`config.mk`:
```
export PLATFORM = sky130hd
export DESIGN_NAME = pump_cycle_sequencer_flat
export DESIGN_NICKNAME = d
export VERILOG_FILES = /design/src/rtl/pcs_pkg.sv /design/src/rtl/pcs_in_if.sv /design/src/rtl/pcs_out_if.sv /design/src/rtl/pcs_cfg_if.sv /design/src/rtl/pcs_cfg_regs.sv /design/src/rtl/pcs_step.sv /design/src/rtl/pump_cycle_sequencer.sv /design/src/flat_wrapper.sv
export SDC_FILE = /design/constraint.sdc
export NUM_CORES = 1
export LEC_CHECK = 0
export BUFFER_PORTS_ARGS = -buffer_cell sky130_fd_sc_hd__buf_4
export CAP_MARGIN = 20
export CORE_ASPECT_RATIO = 0.5
export CORE_MARGIN = 10
export CORE_UTILIZATION = 55
export DETAILED_ROUTE_END_ITERATION = 6
export PLACE_DENSITY = 0.75
export REMOVE_ABC_BUFFERS = 1
export SYNTH_ARGS = -nofsm -noshare
export SYNTH_HDL_FRONTEND = slang
export SYNTH_SLANG_ARGS = --single-unit
```
`constraint.sdc`:
```
create_clock -name i_clk -period 11.1 [get_ports i_clk]
set_input_delay 1.11 -clock i_clk [delete_from_list [all_inputs] [get_ports i_clk]]
set_output_delay 1.11 -clock i_clk [all_outputs]
set_load 0.02 [all_outputs]
```
`src/rtl/pcs_pkg.sv`:
```
// ----------------------------------------------------------------------------
// pcs_pkg
// Shared types, codes and defaults of the pump cycle sequencer.
// ----------------------------------------------------------------------------
package pcs_pkg;

    // Default number of pump-on periods in a routine.
    localparam int NUM_CYCLES_DEF = 5;

    // Width of the cycle counter for a given number of cycles.
    function automatic int cnt_w(input int n);
        return (n > 1) ? $clog2(n) : 1;
    endfunction

    localparam int CNT_W_DEF = cnt_w(NUM_CYCLES_DEF);

    // Phase codes.
    localparam logic [1:0] PH_WAIT = 2'd0;
    localparam logic [1:0] PH_ON   = 2'd1;
    localparam logic [1:0] PH_OFF  = 2'd2;
    localparam logic [1:0] PH_DONE = 2'd3;

    // Operator instruction codes.
    localparam logic [2:0] IN_START = 3'd0;
    localparam logic [2:0] IN_ON    = 3'd1;
    localparam logic [2:0] IN_STOP  = 3'd2;
    localparam logic [2:0] IN_WAIT  = 3'd3;
    localparam logic [2:0] IN_DONE  = 3'd4;

    // Operation codes of an input word.
    localparam logic OP_UPDATE  = 1'b0;
    localparam logic OP_RESTART = 1'b1;

    // Record kinds.
    localparam logic KIND_ON  = 1'b0;
    localparam logic KIND_OFF = 1'b1;

    // Configuration register indexes.
    localparam int          CFG_IDX_W      = 2;
    localparam logic [1:0]  CFG_TARGET     = 2'd0;
    localparam logic [1:0]  CFG_BEFORE     = 2'd1;
    localparam logic [1:0]  CFG_AFTER      = 2'd2;

    localparam logic [15:0] TARGET_RST = 16'd10000;
    localparam logic [15:0] BEFORE_RST = 16'd3000;
    localparam logic [15:0] AFTER_RST  = 16'd500;

    typedef struct packed {
        logic [15:0] target;
        logic [15:0] win_before;
        logic [15:0] after;
    } t_cfg;

    typedef struct packed {
        logic        operation;
        logic [31:0] now_ms;
        logic        pump_on;
    } t_in;

    // Sequencer state, apart from the cycle counter whose width follows NUM_CYCLES.
    typedef struct packed {
        logic [1:0]  phase;
        logic [31:0] phase_start;
        logic        pending;
        logic [31:0] change_start;
    } t_state;

    typedef struct packed {
        logic        phase_changed;
        logic [1:0]  phase;
        logic [2:0]  instruction;
        logic [1:0]  display_phase;
        logic [2:0]  display_instruction;
        logic [31:0] elapsed_ms;
        logic [15:0] remaining_ms;
        logic [31:0] display_elapsed_ms;
        logic        recorded_valid;
        logic        recorded_kind;
        logic [31:0] recorded_ms;
    } t_result;

endpackage

```
`src/rtl/pcs_in_if.sv`:
```
// ----------------------------------------------------------------------------
// pcs_in_if
// Input channel: one timed update or restart word per handshake.
// ----------------------------------------------------------------------------
interface pcs_in_if;
    logic        valid;
    logic        ready;
    logic        operation;
    logic [31:0] now_ms;
    logic        pump_on;

    modport source (output valid, output operation, output now_ms, output pump_on,
                    input ready);
    modport sink   (input valid, input operation, input now_ms, input pump_on,
                    output ready);
endinterface

```
`src/rtl/pcs_out_if.sv`:
```
// ----------------------------------------------------------------------------
// pcs_out_if
// Result channel: one status word per input word.
// ----------------------------------------------------------------------------
interface pcs_out_if #(
    parameter int CNT_W = pcs_pkg::CNT_W_DEF
);
    logic             valid;
    logic             ready;
    logic             phase_changed;
    logic [1:0]       phase;
    logic [2:0]       instruction;
    logic [1:0]       display_phase;
    logic [2:0]       display_instruction;
    logic [31:0]      elapsed_ms;
    logic [15:0]      remaining_ms;
    logic [31:0]      display_elapsed_ms;
    logic [CNT_W-1:0] cycle_number;
    logic             recorded_valid;
    logic             recorded_kind;
    logic [31:0]      recorded_ms;

    modport source (output valid, output phase_changed, output phase, output instruction,
                    output display_phase, output display_instruction, output elapsed_ms,
                    output remaining_ms, output display_elapsed_ms, output cycle_number,
                    output recorded_valid, output recorded_kind, output recorded_ms,
                    input ready);
    modport sink   (input valid, input phase_changed, input phase, input instruction,
                    input display_phase, input display_instruction, input elapsed_ms,
                    input remaining_ms, input display_elapsed_ms, input cycle_number,
                    input recorded_valid, input recorded_kind, input recorded_ms,
                    output ready);
endinterface

```
`src/rtl/pcs_cfg_if.sv`:
```
// ----------------------------------------------------------------------------
// pcs_cfg_if
// Configuration write channel: register index and write data.
// ----------------------------------------------------------------------------
interface pcs_cfg_if;
    logic        valid;
    logic        ready;
    logic [1:0]  index;
    logic [15:0] data;

    modport source (output valid, output index, output data, input ready);
    modport sink   (input valid, input index, input data, output ready);
endinterface

```
`src/rtl/pcs_cfg_regs.sv`:
```
// ----------------------------------------------------------------------------
// pcs_cfg_regs
// Configuration registers: target period and the two confirmation windows.
// ----------------------------------------------------------------------------
module pcs_cfg_regs (
    input  logic                              i_clk,
    input  logic                              i_rst_n,
    input  logic                              i_wr_en,
    input  logic [pcs_pkg::CFG_IDX_W-1:0]     i_wr_index,
    input  logic [15:0]                       i_wr_data,
    output pcs_pkg::t_cfg                     o_cfg
);
    import pcs_pkg::*;

    t_cfg r_cfg;
    t_cfg n_cfg;

    always_comb begin
        n_cfg = r_cfg;
        if (i_wr_en) begin
            unique case (i_wr_index)
                CFG_TARGET: n_cfg.target     = i_wr_data;
                CFG_BEFORE: n_cfg.win_before = i_wr_data;
                CFG_AFTER:  n_cfg.after      = i_wr_data;
                default:    n_cfg = r_cfg;
            endcase
        end
    end

    always_ff @(posedge i_clk) begin
        if (!i_rst_n) begin
            r_cfg.target     <= TARGET_RST;
            r_cfg.win_before <= BEFORE_RST;
            r_cfg.after      <= AFTER_RST;
        end else begin
            r_cfg <= n_cfg;
        end
    end

    assign o_cfg = r_cfg;
endmodule

```
`src/rtl/pcs_step.sv`:
```
// ----------------------------------------------------------------------------
// pcs_step
// Next-state and result logic for one input word.
// ----------------------------------------------------------------------------
module pcs_step #(
    parameter int NUM_CYCLES = pcs_pkg::NUM_CYCLES_DEF,
    parameter int CNT_W      = pcs_pkg::cnt_w(NUM_CYCLES)
) (
    input  pcs_pkg::t_cfg       i_cfg,
    input  pcs_pkg::t_in        i_in,
    input  pcs_pkg::t_state     i_state,
    input  logic [CNT_W-1:0]    i_cnt,
    output pcs_pkg::t_state     o_state,
    output logic [CNT_W-1:0]    o_cnt,
    output pcs_pkg::t_result    o_res
);
    import pcs_pkg::*;

    localparam logic [CNT_W-1:0] LastCnt = CNT_W'(NUM_CYCLES - 1);

    logic [31:0] now;
    logic [31:0] d_ps;
    logic [31:0] d_cs;
    logic [31:0] d_csps;
    logic [31:0] seen;
    logic [31:0] since_chg;
    logic [31:0] cs_eff;
    logic [31:0] e_new;
    logic [31:0] elapsed;
    logic [15:0] win;
    logic        watch;
    logic        confirm;
    logic        is_last;
    logic        n_is_last;
    logic        changed;
    logic        rec;
    logic        rec_kind;
    logic [31:0] rec_ms;
    logic [2:0]  instr;
    logic [1:0]  sp;
    logic [2:0]  sinstr;
    t_state      nxt;
    logic [CNT_W-1:0] n_cnt;

    assign now    = i_in.now_ms;
    assign d_ps   = now - i_state.phase_start;
    assign d_cs   = now - i_state.change_start;
    assign d_csps = i_state.change_start - i_state.phase_start;

    // A change is first seen now unless one is already pending.
    assign cs_eff    = i_state.pending ? i_state.change_start : now;
    assign seen      = i_state.pending ? d_csps : d_ps;
    assign since_chg = i_state.pending ? d_cs : 32'd0;
    assign win       = (seen >= {16'd0, i_cfg.target}) ? i_cfg.after : i_cfg.win_before;
    assign confirm   = since_chg >= {16'd0, win};
    assign watch     = ((i_state.phase == PH_ON) && !i_in.pump_on) ||
                       ((i_state.phase == PH_OFF) && i_in.pump_on);
    assign is_last   = i_cnt >= LastCnt;

    always_comb begin
        nxt      = i_state;
        n_cnt    = i_cnt;
        changed  = 1'b0;
        rec      = 1'b0;
        rec_kind = KIND_ON;
        rec_ms   = 32'd0;
        e_new    = d_ps;
        if (i_in.operation == OP_RESTART) begin
            nxt.phase        = PH_WAIT;
            nxt.phase_start  = 32'd0;
            nxt.pending      = 1'b0;
            nxt.change_start = 32'd0;
            n_cnt            = '0;
        end else begin
            unique case (i_state.phase)
                PH_WAIT: begin
                    if (i_in.pump_on) begin
                        nxt.phase        = PH_ON;
                        nxt.phase_start  = now;
                        nxt.pending      = 1'b0;
                        nxt.change_start = 32'd0;
                        changed          = 1'b1;
                        e_new            = 32'd0;
                    end
                end
                PH_ON, PH_OFF: begin
                    if (!watch) begin
                        nxt.pending      = 1'b0;
                        nxt.change_start = 32'd0;
                    end else if (!confirm) begin
                        nxt.pending      = 1'b1;
                        nxt.change_start = cs_eff;
                    end else begin
                        // The period ends where the change was first seen.
                        rec              = 1'b1;
                        rec_kind         = (i_state.phase == PH_OFF) ? KIND_OFF : KIND_ON;
                        rec_ms           = seen;
                        changed          = 1'b1;
                        nxt.phase_start  = cs_eff;
                        nxt.pending      = 1'b0;
                        nxt.change_start = 32'd0;
                        e_new            = since_chg;
                        if (i_state.phase == PH_OFF) begin
                            nxt.phase = PH_ON;
                            n_cnt     = i_cnt + CNT_W'(1);
                        end else begin
                            nxt.phase = is_last ? PH_DONE : PH_OFF;
                        end
                    end
                end
                default: begin
                end
            endcase
        end
    end

    assign elapsed   = ((nxt.phase == PH_ON) || (nxt.phase == PH_OFF)) ? e_new : 32'd0;
    assign n_is_last = n_cnt >= LastCnt;

    always_comb begin
        unique case (nxt.phase)
            PH_WAIT: instr = IN_START;
            PH_ON:   instr = (elapsed >= {16'd0, i_cfg.target}) ? IN_STOP : IN_ON;
            PH_OFF:  instr = (elapsed >= {16'd0, i_cfg.target}) ? IN_START : IN_WAIT;
            default: instr = IN_DONE;
        endcase
    end

    always_comb begin
        sp = nxt.phase;
        if (nxt.pending) begin
            if (nxt.phase == PH_ON) begin
                sp = n_is_last ? PH_ON : PH_OFF;
            end else if (nxt.phase == PH_OFF) begin
                sp = PH_ON;
            end
        end
    end

    always_comb begin
        priority if (!nxt.pending) begin
            sinstr = instr;
        end else if ((nxt.phase == PH_ON) && n_is_last) begin
            sinstr = IN_STOP;
        end else if (sp == PH_ON) begin
            sinstr = IN_ON;
        end else if (sp == PH_OFF) begin
            sinstr = IN_WAIT;
        end else begin
            sinstr = instr;
        end
    end

    always_comb begin
        o_res.phase_changed       = changed;
        o_res.phase               = nxt.phase;
        o_res.instruction         = instr;
        o_res.display_phase       = sp;
        o_res.display_instruction = sinstr;
        o_res.elapsed_ms          = elapsed;
        o_res.remaining_ms        = (elapsed >= {16'd0, i_cfg.target}) ? 16'd0 :
                                    i_cfg.target - elapsed[15:0];
        // The display differs from the phase only while a change is pending.
        o_res.display_elapsed_ms  = (sp != nxt.phase) ? since_chg : elapsed;
        o_res.recorded_valid      = rec;
        o_res.recorded_kind       = rec_kind;
        o_res.recorded_ms         = rec_ms;
    end

    assign o_state = nxt;
    assign o_cnt   = n_cnt;
endmodule

```
`src/rtl/pump_cycle_sequencer.sv`:
```
// A word accepted into the input register has its result valid once the step
// logic has written it into the result register; a stalled output delays that.
// Throughput: one word per cycle unless the output stalls; the update is one pass
// from input register via step logic to result register, which also writes state.
// Reset (i_rst_n low, synchronous) returns the phase to waiting, clears the
// cycle count and loads the default target period and confirmation windows.
// ----------------------------------------------------------------------------
// pump_cycle_sequencer
// Times a fixed number of pump-on and pump-off periods and reports status.
// ----------------------------------------------------------------------------
module pump_cycle_sequencer #(
    parameter int NUM_CYCLES = pcs_pkg::NUM_CYCLES_DEF
) (
    input  logic       i_clk,
    input  logic       i_rst_n,
    pcs_in_if.sink     i_in,
    pcs_out_if.source  o_res,
    pcs_cfg_if.sink    i_cfg
);
    import pcs_pkg::*;

    localparam int CNT_W = cnt_w(NUM_CYCLES);

    t_cfg             cfg;
    t_in              r_in;
    logic             r_in_valid;
    t_state           r_state;
    t_state           n_state;
    logic [CNT_W-1:0] r_cnt;
    logic [CNT_W-1:0] n_cnt;
    t_result          r_res;
    t_result          n_res;
    logic             r_out_valid;
    logic             advance;
    logic             fire;
    logic             in_take;

    assign i_cfg.ready = 1'b1;

    pcs_cfg_regs u_cfg (
        .i_clk      (i_clk),
        .i_rst_n    (i_rst_n),
        .i_wr_en    (i_cfg.valid),
        .i_wr_index (i_cfg.index),
        .i_wr_data  (i_cfg.data),
        .o_cfg      (cfg)
    );

    assign advance    = !r_out_valid || o_res.ready;
    assign fire       = r_in_valid && advance;
    assign i_in.ready = !r_in_valid || advance;
    assign in_take    = i_in.valid && i_in.ready;

    pcs_step #(
        .NUM_CYCLES (NUM_CYCLES),
        .CNT_W      (CNT_W)
    ) u_step (
        .i_cfg   (cfg),
        .i_in    (r_in),
        .i_state (r_state),
        .i_cnt   (r_cnt),
        .o_state (n_state),
        .o_cnt   (n_cnt),
        .o_res   (n_res)
    );

    always_ff @(posedge i_clk) begin
        if (!i_rst_n) begin
            r_in_valid           <= 1'b0;
            r_out_valid          <= 1'b0;
            r_state.phase        <= PH_WAIT;
            r_state.phase_start  <= 32'd0;
            r_state.pending      <= 1'b0;
            r_state.change_start <= 32'd0;
            r_cnt                <= '0;
        end else begin
            if (in_take) begin
                r_in_valid <= 1'b1;
            end else if (fire) begin
                r_in_valid <= 1'b0;
            end
            if (fire) begin
                r_out_valid <= 1'b1;
                r_state     <= n_state;
                r_cnt       <= n_cnt;
            end else if (o_res.ready) begin
                r_out_valid <= 1'b0;
            end
        end
    end

    always_ff @(posedge i_clk) begin
        if (in_take) begin
            r_in.operation <= i_in.operation;
            r_in.now_ms    <= i_in.now_ms;
            r_in.pump_on   <= i_in.pump_on;
        end
        if (fire) begin
            r_res <= n_res;
        end
    end

    // The cycle number is the state left by the word that the result belongs to.
    assign o_res.valid               = r_out_valid;
    assign o_res.phase_changed       = r_res.phase_changed;
    assign o_res.phase               = r_res.phase;
    assign o_res.instruction         = r_res.instruction;
    assign o_res.display_phase       = r_res.display_phase;
    assign o_res.display_instruction = r_res.display_instruction;
    assign o_res.elapsed_ms          = r_res.elapsed_ms;
    assign o_res.remaining_ms        = r_res.remaining_ms;
    assign o_res.display_elapsed_ms  = r_res.display_elapsed_ms;
    assign o_res.cycle_number        = r_cnt;
    assign o_res.recorded_valid      = r_res.recorded_valid;
    assign o_res.recorded_kind       = r_res.recorded_kind;
    assign o_res.recorded_ms         = r_res.recorded_ms;

`ifndef ASSERT_OFF
    a_rec_changes_phase: assert property (@(posedge i_clk) disable iff (!i_rst_n)
        (r_out_valid && r_res.recorded_valid) |-> r_res.phase_changed)
        else $error("period recorded without a phase change");

    a_cnt_range: assert property (@(posedge i_clk) disable iff (!i_rst_n)
        r_cnt <= CNT_W'(NUM_CYCLES - 1))
        else $error("cycle count beyond the last cycle");

    a_pending_phase: assert property (@(posedge i_clk) disable iff (!i_rst_n)
        r_state.pending |-> (r_state.phase == PH_ON || r_state.phase == PH_OFF))
        else $error("change pending outside the pump-on and pump-off phases");

    a_restart_clears: assert property (@(posedge i_clk) disable iff (!i_rst_n)
        (fire && r_in.operation == OP_RESTART) |=>
            (r_state.phase == PH_WAIT && !r_state.pending && r_cnt == '0))
        else $error("restart did not return to the waiting state");
`endif
endmodule
```
`src/flat_wrapper.sv`:
```
// flat-port wrapper written by rule: the top's interface ports become plain ports
module pump_cycle_sequencer_flat import pcs_pkg::*;
#(
    parameter int NUM_CYCLES = pcs_pkg::NUM_CYCLES_DEF
)
  (i_clk, i_rst_n, i_in_valid, i_in_operation, i_in_now_ms, i_in_pump_on, i_in_ready, o_res_valid, o_res_phase_changed, o_res_phase, o_res_instruction, o_res_display_phase, o_res_display_instruction, o_res_elapsed_ms, o_res_remaining_ms, o_res_display_elapsed_ms, o_res_cycle_number, o_res_recorded_valid, o_res_recorded_kind, o_res_recorded_ms, o_res_ready, i_cfg_valid, i_cfg_index, i_cfg_data, i_cfg_ready);
  pcs_in_if i_in_i ();
  pcs_out_if o_res_i ();
  pcs_cfg_if i_cfg_i ();
  input  logic i_clk;
  input  logic i_rst_n;
  input wire logic [$bits(i_in_i.valid)-1:0] i_in_valid;
  input wire logic [$bits(i_in_i.operation)-1:0] i_in_operation;
  input wire logic [$bits(i_in_i.now_ms)-1:0] i_in_now_ms;
  input wire logic [$bits(i_in_i.pump_on)-1:0] i_in_pump_on;
  output wire logic [$bits(i_in_i.ready)-1:0] i_in_ready;
  output wire logic [$bits(o_res_i.valid)-1:0] o_res_valid;
  output wire logic [$bits(o_res_i.phase_changed)-1:0] o_res_phase_changed;
  output wire logic [$bits(o_res_i.phase)-1:0] o_res_phase;
  output wire logic [$bits(o_res_i.instruction)-1:0] o_res_instruction;
  output wire logic [$bits(o_res_i.display_phase)-1:0] o_res_display_phase;
  output wire logic [$bits(o_res_i.display_instruction)-1:0] o_res_display_instruction;
  output wire logic [$bits(o_res_i.elapsed_ms)-1:0] o_res_elapsed_ms;
  output wire logic [$bits(o_res_i.remaining_ms)-1:0] o_res_remaining_ms;
  output wire logic [$bits(o_res_i.display_elapsed_ms)-1:0] o_res_display_elapsed_ms;
  output wire logic [$bits(o_res_i.cycle_number)-1:0] o_res_cycle_number;
  output wire logic [$bits(o_res_i.recorded_valid)-1:0] o_res_recorded_valid;
  output wire logic [$bits(o_res_i.recorded_kind)-1:0] o_res_recorded_kind;
  output wire logic [$bits(o_res_i.recorded_ms)-1:0] o_res_recorded_ms;
  input wire logic [$bits(o_res_i.ready)-1:0] o_res_ready;
  input wire logic [$bits(i_cfg_i.valid)-1:0] i_cfg_valid;
  input wire logic [$bits(i_cfg_i.index)-1:0] i_cfg_index;
  input wire logic [$bits(i_cfg_i.data)-1:0] i_cfg_data;
  output wire logic [$bits(i_cfg_i.ready)-1:0] i_cfg_ready;
  assign i_in_i.valid = i_in_valid;
  assign i_in_i.operation = i_in_operation;
  assign i_in_i.now_ms = i_in_now_ms;
  assign i_in_i.pump_on = i_in_pump_on;
  assign i_in_ready = i_in_i.ready;
  assign o_res_valid = o_res_i.valid;
  assign o_res_phase_changed = o_res_i.phase_changed;
  assign o_res_phase = o_res_i.phase;
  assign o_res_instruction = o_res_i.instruction;
  assign o_res_display_phase = o_res_i.display_phase;
  assign o_res_display_instruction = o_res_i.display_instruction;
  assign o_res_elapsed_ms = o_res_i.elapsed_ms;
  assign o_res_remaining_ms = o_res_i.remaining_ms;
  assign o_res_display_elapsed_ms = o_res_i.display_elapsed_ms;
  assign o_res_cycle_number = o_res_i.cycle_number;
  assign o_res_recorded_valid = o_res_i.recorded_valid;
  assign o_res_recorded_kind = o_res_i.recorded_kind;
  assign o_res_recorded_ms = o_res_i.recorded_ms;
  assign o_res_i.ready = o_res_ready;
  assign i_cfg_i.valid = i_cfg_valid;
  assign i_cfg_i.index = i_cfg_index;
  assign i_cfg_i.data = i_cfg_data;
  assign i_cfg_ready = i_cfg_i.ready;
  pump_cycle_sequencer #(.NUM_CYCLES(NUM_CYCLES)) u_core (.i_clk(i_clk), .i_rst_n(i_rst_n), .i_in(i_in_i), .o_res(o_res_i), .i_cfg(i_cfg_i));
endmodule
```
Word-level counts from Yosys, hierarchy flattened:

Index checks and enable logic that the tools add are counted.

* add/subtract/negate cells: 5
* magnitude comparators: 5
* equality and inequality tests: 12
* muxes and demuxes: 45
* bitwise logic cells: 3
* reductions and logical operators: 26

Operator list (count)
* $mux W32: 9
* $mux W67: 2
* $pmux W67 S2: 1
* $ge A32 B16 Y1: 3
* $sub A32 B32 Y32: 3
* $mux W34: 2
* $mux W33: 2
* $pmux W32 S2: 1
* $mux W3: 9
* $mux W16: 1
* $sub A16 B16 Y16: 1
* $mux W2: 7
* $mux W1: 9
* $pmux W3 S3: 1
* $eq A2 B1 Y1 const B: 4
* $eq A2 B2 Y1 const B: 4
* $ge A3 B3 Y1 const B: 2
* $logic_not A2 Y1: 3
* $ne A3 B2 Y1 const B: 2
* $reduce_and A2 Y1: 3
* $logic_and A1 B1 Y1: 5
* $reduce_and A5 Y1: 1
* $logic_or A1 B1 Y1: 4
* $reduce_bool A2 Y1: 2
* 10 further kinds: 15

* flip-flop bits (word level): 279
* output and inout bits: 131

Depth between registers and ports, before layout:

Gate-level depths: netlist of the first run.

* word-level depth: 19
* depth in mapped cells: 58

Hierarchy:

Synthesis of the first run repeated with hierarchy kept, for this count alone.

* cells, all modules: 2409
* area, all modules: 21084.0 um2

By module, submodules not included
* pcs_step: times used 1, cells an instance 1745, area each 11389.7 um2, sequential area each 0.0 um2
* pump_cycle_sequencer: times used 1, cells an instance 474, area each 7742.4 um2, sequential area each 6216.0 um2
* pcs_cfg_regs: times used 1, cells an instance 190, area each 1951.9 um2, sequential area each 960.9 um2

Least setup slack after synthesis of the first run:

No wires, ideal clock.

* path type: register -> register
* start point: register u_core.r_state[32] in the netlist's numbering
* end point: register u_core.r_res (netlist bit u_core.o_res.remaining_ms[13]), data pin
* arrival time: 11700 ps
* required time: 10940 ps
* path slack: -760 ps
* stages on the path, launching flop included: 54
* buffers on the path: 10
* cell sequence: dfxtp_1 clkbuf_1 clkbuf_1 clkbuf_1 clkbuf_1 clkbuf_1 clkbuf_1 mux2_2 ha_1 nand2b_1 a21o_1 a21o_1 a21o_1 a21o_1 a21oi_1 nor2b_1 o21ai_0 a21o_1 [18 not listed] clkbuf_1 buf_1 nand2_1 ha_1 nand2b_1 a21o_1 a21o_1 a21o_1 a21o_1 a21o_1 a211o_1 nand3_1 a21oi_1 nor2_1 nor4b_1 nand4_1 clkbuf_1 nor3b_1

* cells in the longest elaborated chain, start to end: 12
* elaborated cells on any way between the ends: 19
* classes of those cells: add/sub (1); order compare (3); eq/ne (2); mux (12); reduce/logical (1)

Ends and longest elaborated chain
* start, declared: RTL line pump_cycle_sequencer.sv:27 `t_state r_state;`
* start signal, assigned: RTL line pump_cycle_sequencer.sv:84 `r_state <= n_state;`
* $mux W32: RTL line pcs_step.sv:52 `assign seen = i_state.pending ? d_csps : d_ps;`
* $ge A32 B16 Y1: RTL line pcs_step.sv:54 `assign win = (seen >= {16'd0, i_cfg.target}) ? i_cfg.after : i_cfg.win_before;`
* $mux W16: RTL line pcs_step.sv:54
* $ge A32 B16 Y1: RTL line pcs_step.sv:55 `assign confirm = since_chg >= {16'd0, win};`
* $mux W34: RTL line pcs_step.sv:90 `end else if (!confirm) begin`
* $mux W34: RTL line pcs_step.sv:87 `if (!watch) begin`
* $pmux W67 S2: RTL line pcs_step.sv:75 `unique case (i_state.phase)`
* $mux W67: RTL line pcs_step.sv:68 `if (i_in.operation == OP_RESTART) begin`
* $eq A2 B1 Y1 or $eq A2 B2 Y1 (tied branches): RTL line pcs_step.sv:117 `assign elapsed = ((nxt.phase == PH_ON) || (nxt.phase == PH_OFF)) ? e_new : 32'd0;`
* $logic_or A1 B1 Y1: RTL line pcs_step.sv:117
* $mux W32 *: RTL line pcs_step.sv:117
* $ge A32 B16 Y1 or $sub A16 B16 Y16 (tied branches): RTL line pcs_step.sv:161, pcs_step.sv:162
* end signal, assigned: RTL line pump_cycle_sequencer.sv:99 `r_res <= n_res;`
* end, declared: RTL line pump_cycle_sequencer.sv:31 `t_result r_res;`

Mark *: on every way between the ends. The rest lies on a longest branch, timed or not. The select of a mux whose other input is x is not followed.
A chain may end at the register's enable or synchronous reset.

==> qor.csv, run 1 <==
metric;value;unit
run status;finished clean;
startpoint types;flop;
Synth Area in Compound Gates;0.220;
max_cap viols;0;
syn_area_per_cell;9.01;um2
Synth Instances;2176;
multi-input combinational cell area;11700;um2
Area contributors post-synth;edfxtp_1 24%, dfxtp_1 12%, ha_1 11%;
DRC viols;0;
CTS tree;done;
Slew @ Worst Pin;1.10;ns
Die X;287;um
Post-Synth Adder-Cell Area;0.109;
placed wire-length estimate;48400;um
Avg WL per Cell;21.9;um
WHS;0.466;ns
global route overflow;0;
worst r2r dst;u_core.o_res.remaining_ms[3];
Total Wirelength;62500;um
Post-Synth Simple-Gate Area;0.184;
root buffer cell;clkbuf_16;
pin count of the biggest net entering global routing;79;
Slew headroom;0.264;
VDD IR-drop max;0.000131;V
CP max-delay cell;a211oi_1;
Top cell by count, worst path;a21o_1;
Yosys cell types;94;
leakage power;9.40;nW
port bufs;186;
hold_sp;u_core.u_cfg.o_cfg[30];
Setup crit end kind;flop;
Clock Pin Slew Worst Setup and Hold Paths;0.07;ns
R2R depth;47;
Num CTS Buffers;26;
Seq cells post-synth;278;
vias per cell;6.16;
Final Cycle Share;0.969;
first-pass GRT wire length;94400;um
Final min period;10.76;ns
antenna violations before repair;0;
Pwr Density;120;nW/um2
Layout area overhead;16.2;%
initial core utilization;0.563;
WHS Endpoint;u_core.u_cfg.o_cfg[30];
sequential cell area;7150;um2
fill count;2982;
die extent in y;153;um
largest family of logic cells by synthesized area;compound AO/OA/AOI/OAI gates;
Clock Skews;0.0209;ns
antenna viol nets, final;0;
RD Place Congestion;1.05;
post-synth top area cell;edfxtp_1;
nets;2585;
Longest Clk Path Bufs;3;
post-cts hold buffer count;0;
post-synthesis mux area share;0.0419;
share of cells above drive strength 1;0.159;
WHS Path Cells;2;
register area share after synthesis;0.365;
worst-skew pair later-pin latency;0.58;ns
Main synth FF type;edfxtp_1;
WP data arrival;11.17;ns
Synth Cell Area;19600;um2
Hold Violations, Final;0;
core box area;34800;um2
worst path required time;11.51;ns
DRT Pass-1 Iters;5;
Die Area;44000;um2
vias in the first global route;16272;
TritonCTS sink count;278;
Ports;188;
Max Clk Rate;0.0930;GHz
Synth top area share;0.242;
final core utilization;0.654;
global-route usage over all layers;0.268;
routed vias;17587;
reg2reg setup slack;0.34;ns
Async S/R FF share, synth;0;
worst reg2reg path startpoint;u_core.r_state[40];
worst-path maximum fanout;5;
Final setup viols;0;
Max H-tree Level;1;
yosys warns;0;
CP top delay family;compound AO/OA/AOI/OAI gates;
FP Rows;48;
Slowest Stage Delay on Critical Path;0.86;ns
HP Class;flop to flop;
Starting DRT DRC Count;1734;
Max Slew Vio Count;0;
Buf+Inv Stages, Crit Path;6;
EDFF count, synth;158;
Post-Synth XOR/XNOR Area;0.0304;
critical path class;flop to flop;
setup_tns;0;ns
cell usage after synthesis (all sizes together) (26+ instances only):
master and n:
clkbuf 73, a21boi 38, o21ai 93, mux2 26
nor2 126, nand4 28, a22o 38, nand3 44
dfxtp 120, a21oi 118, xnor2 39, nand2 248
a21o 58, ha 165, a22oi 67, nand2b 30
mux2i 52, xor2 29, edfxtp 158, nor3 43
nor2b 91, o21a 35, inv 152
layer usage:
| metal | GRT usage | vias to the layer above | part of all wire |
|---|---|---|---|
| li1 | - | 8311 | - |
| met1 | 0.368 | 8410 | 0.43 |
| met2 | 0.416 | 765 | 0.44 |
| met3 | 0.0685 | 101 | 0.098 |
| met4 | 0.0618 | 0 | 0.023 |
| met5 | 0 | - | 0 |
layout make-up:
class / count / share of cell area
Clock inverter: 19 / 0.00736
Multi-Input combinational cell: 1654 / 0.513
Timing Repair Buffer: 247 / 0.0830
Tap cell: 475 / 0.0261
Clock buffer: 29 / 0.0314
Antenna cell: 1 / 0.000110
Sequential cell: 278 / 0.314
Inverter: 152 / 0.0252
what timing repair did:
| action | 4_1_cts | 5_1_grt |
|---|---|---|
| resized for setup | 1 | 44 |
| endpoints found under the setup margin | 20 | 31 |
| gates cloned | 0 | 2 |
| setup buffers | 1 | 3 |
| pin swaps | 1 | 10 |
state kept, by name (all words and copies together) (netlist names), 3 cells and up:
register                          count
u_core.o_res.display_instruction      3
u_core.o_res.display_elapsed_ms      32
u_core.u_cfg.o_cfg                   48
u_core.r_state                       67
u_core.o_res.cycle_number             3
u_core.o_res.remaining_ms            16
u_core.o_res.elapsed_ms              32
u_core.r_in                          34
u_core.o_res.recorded_ms             32
cells in the final DEF, fill, tap and decap left out, types with 81 or more instances in the layout:
cell type | Yosys | final
ha_1 | 165 | 164
a21oi_1 | 116 | 115
nor2_1 | 126 | 125
edfxtp_1 | 158 | 158
nand2_1 | 248 | 248
dfxtp_1 | 120 | 119
inv_1 | 150 | 148
buf_4 | 2 | 241
o21ai_0 | 87 | 81
nor2b_1 | 91 | 91
worst max path at each step:
stage / slack [ns] / cells after the start / start / to
after global routing: -0.03 / 55 / u_core.r_state[0] / u_core.o_res.display_instruction[1]
final: 0.34 / 47 / u_core.r_state[40] / u_core.o_res.remaining_ms[3]
after detailed placement: -0.13 / 50 / u_core.r_in[1] / u_core.o_res.remaining_ms[4]
after global placement: 0.38 / 53 / u_core.r_state[0] / u_core.o_res.remaining_ms[15]
after floorplan: -1.19 / 41 / u_core.r_state[32] / u_core.o_res.display_instruction[1]
after CTS: 0.03 / 51 / u_core.r_in[1] / u_core.o_res.remaining_ms[4]
stage by stage:
step           power [mW]  area, um2  worst slack [ns]  std cells
2_1_floorplan        1.56      19200             -1.19       2084
3_3_place_gp         1.77      21700             0.376       2799
3_5_place_dp         1.78      21700            -0.129       2799
4_1_cts              2.70      22600            0.0267       2848
5_1_grt              2.84      22800           -0.0340       2854
6_report             2.74      22800             0.344       2855
power by group:
| part | internal, mW | total, mW | switching (mW) |
|---|---|---|---|
| Clock | 0.497 | 0.933 | 0.436 |
| Sequential | 1.13 | 1.16 | 0.0245 |
| Combinational | 0.254 | 0.645 | 0.391 |
logic make-up after synthesis:
| logic type | count (synthesis) |
|---|---|
| muxes | 78 |
| AOI/OAI and AO/OA | 613 |
| DFF | 278 |
| other | 1 |
| xor gates and xnor gates | 68 |
| buffers and inverters | 244 |
| adders and majority gates | 169 |
| and+or+nand+nor | 725 |
tightest hold or removal path, cell delays in order, from the launching register on:
cell and delay [ns]:
dfxtp_1 0.31, nand2_1 0.05, a21boi_0 0.06
Power figures use the tool's default switching activity.
==> inputs of run 2 (changes only) <==
--- a/config.mk
+++ b/config.mk
@@ -5,13 +5,16 @@
 export SDC_FILE = /design/constraint.sdc
 export NUM_CORES = 1
 export LEC_CHECK = 0
-export BUFFER_PORTS_ARGS = -buffer_cell sky130_fd_sc_hd__buf_4
+export BUFFER_PORTS_ARGS = -buffer_cell sky130_fd_sc_hd__buf_2
 export CAP_MARGIN = 20
+export CELL_PAD_IN_SITES_DETAIL_PLACEMENT = 0
+export CELL_PAD_IN_SITES_GLOBAL_PLACEMENT = 1
 export CORE_ASPECT_RATIO = 0.5
 export CORE_MARGIN = 10
-export CORE_UTILIZATION = 55
+export CORE_UTILIZATION = 42
 export DETAILED_ROUTE_END_ITERATION = 6
-export PLACE_DENSITY = 0.75
+export GPL_TIMING_DRIVEN = 0
+export PLACE_DENSITY = 0.74
 export REMOVE_ABC_BUFFERS = 1
 export SYNTH_ARGS = -nofsm -noshare
 export SYNTH_HDL_FRONTEND = slang
==> run 2 against run 1 <==
Clock skew down 0.0022 ns. Setup slack worse by 0.31 ns. Fmax down 2.8%. Critical path type unchanged. Largest cell class unchanged.
==> qor.csv, run 2 (synthesized netlist as in run 1, its figures left out) <==
metric;value;unit;change
Longest Clk Path Bufs;3;;unchanged
root buffer cell;clkbuf_16;;
fill count;4283;;+44%
Final min period;11.07;ns;+0.314 ns
die extent in y;173;um;+13%
Layout area overhead;19.2;%;
worst path required time;11.55;ns;+0.04 ns
commonest non-fill, non-tap cells in the layout;241 x nand2_1, 186 x buf_2, 158 x edfxtp_1, 155 x ha_1, 143 x inv_1;;
worst-skew pair later-pin latency;0.61;ns;+0.03 ns
leakage power;9.50;nW;+1.1%
startpoint types;flop;;
critical path class;flop to flop;;
DRT Pass-1 Iters;5;;unchanged
pin count of the biggest net entering global routing;90;;+14%
global-route usage over all layers;0.216;;-0.0523
Num CTS Buffers;27;;+3.8%
vias per cell;5.70;;-7.5%
Max Slew Vio Count;0;;unchanged
Die Area;56200;um2;+28%
max_cap viols;0;;unchanged
most flop-heavy register;u_core.r_state;;
RD Place Congestion;0.934;;-11%
Final setup viols;0;;unchanged
TritonCTS sink count;278;;unchanged
WP data arrival;11.52;ns;+0.35 ns
number of flip-flops in the largest register;67;;unchanged
port bufs;186;;unchanged
VDD IR-drop max;0.000116;V;-12%
Clock Pin Slew Worst Setup and Hold Paths;0.07;ns;about the same
CP max-delay cell;or4b_4;;
commonest non-fill, non-tap cell in the layout;nand2_1;;
run status;finished clean;;
Top cell by count, worst path;a21o_1;;
worst-path maximum fanout;8;;+3
antenna viol nets, final;0;;unchanged
Max H-tree Level;1;;unchanged
DRC viols;0;;unchanged
CTS tree;done;;
Final Cycle Share;0.997;;+0.0283
fin area;23400;um2;+2.6%
Slew headroom;0.242;;-0.0218
routed vias;17222;;-2.1%
antenna violations before repair;3;;+3
Max Clk Rate;0.0903;GHz;-2.8%
first-pass GRT wire length;96700;um;+2.5%
Avg WL per Cell;21.4;um;-2.4%
Clock Skews;0.0188;ns;-0.00218 ns
placed wire-length estimate;49400;um;+2.2%
initial core utilization;0.430;;-0.133
RSZ-0062 raised after global routing;yes;;
Setup crit end kind;flop;;
Pwr Density;120;nW/um2;-0.33%
FP Rows;55;;+15%
Ports;188;;unchanged
global route overflow;0;;unchanged
Total Wirelength;64500;um;+3.2%
Hold Violations, Final;0;;unchanged
area post-placement;21300;um2;-1.6%
WHS;0.463;ns;-0.00263 ns
Final Power;2.80;mW;+2.3%
Starting DRT DRC Count;1533;;-12%
core box area;45600;um2;+31%
Slew @ Worst Pin;1.13;ns;+0.0285 ns
pre-CTS setup slack;-3.68;ns;-3.55 ns
setup_tns;0;ns;unchanged
HP Class;flop to flop;;
setup ws final;0.0298;ns;-0.314 ns
Die X;325;um;+13%
Slowest Stage Delay on Critical Path;0.60;ns;-0.26 ns
share of cells above drive strength 1;0.197;;+0.0373
vias in the first global route;15858;;-2.5%
nets;2596;;+0.43%
[run 2: cell types whose count changed in the layout (fill, tap and decap cells not counted), moves of 9 or more]
| cell | change |
|---|---|
| buf_4 | -197 |
| buf_2 | +186 |
| nor2_1 | -10 |
| a21oi_1 | -9 |
| ha_1 | -9 |
[run 2: cell type report]
cell class / instances / area, um2 / share of cell area
Multi-Input combinational cell: 1654 / 12200 / 0.522
Sequential cell: 278 / 7160 / 0.306
Timing Repair Buffer: 256 / 1710 / 0.0732
Tap cell: 627 / 785 / 0.0336
Clock buffer: 34 / 742 / 0.0318
Inverter: 152 / 584 / 0.0250
Clock inverter: 16 / 165 / 0.00707
Timing Repair inverter: 1 / 7.51 / 0.000321
Antenna cell: 3 / 7.51 / 0.000321
[run 2: worst paths after layout]
| kind | startpoint | end | slack, ns | cells after the start |
|---|---|---|---|---|
| setup / recovery | u_core.r_in[1] | u_core.o_res.remaining_ms[3] | 0.03 | 50 |
| hold / removal | u_core.u_cfg.o_cfg[31] | u_core.u_cfg.o_cfg[31] | 0.46 | 2 |
| setup reg to reg | u_core.r_in[1] | u_core.o_res.remaining_ms[3] | 0.03 | 50 |
| hold reg to reg | u_core.u_cfg.o_cfg[31] | u_core.u_cfg.o_cfg[31] | 0.46 | 2 |
[run 2: where the power goes]
part / leakage [nW] / switching, mW / total [mW] / internal [mW]
registers: 2.54 / 0.0235 / 1.16 / 1.13
clock network: 0.443 / 0.441 / 0.968 / 0.527
logic: 6.52 / 0.408 / 0.674 / 0.266
total: 9.50 / 0.873 / 2.80 / 1.93
[run 2: critical path: cells and delay by family (launching register included)]
| family | cells | cell delay, ns |
|---|---|---|
| fa+ha+maj | 5 | 1.33 |
| compound gates | 22 | 4.61 |
| buf+inv | 7 | 0.97 |
| flops | 1 | 0.44 |
| mux | 1 | 0.37 |
| simple gates | 14 | 3.00 |
| xor+xnor | 1 | 0.17 |
[run 2: per-layer routing]
metal  track usage  share of wire  routed length (um)
met1         0.301           0.47               30000
met2         0.338           0.45               29100
met3        0.0473          0.064                4150
met4        0.0436          0.019                1220
met5             0              0                   0
[run 2: stage by stage]
stage / std cells / util
2_1_floorplan: 2084 / -
3_3_place_gp: 2897 / 0.458
3_5_place_dp: 2920 / 0.467
4_1_cts: 2997 / 0.498
5_1_grt: 3021 / 0.512
6_report: 3021 / 0.512
[run 2: what timing repair did]
| action | 4_1_cts | 5_1_grt |
|---|---|---|
| cloned | 2 | 0 |
| setup buffers | 25 | 21 |
| pin swaps | 21 | 64 |
| endpoints found under the setup margin | 85 | 20 |
| hold buffers | 0 | 0 |
| resized for setup | 57 | 112 |
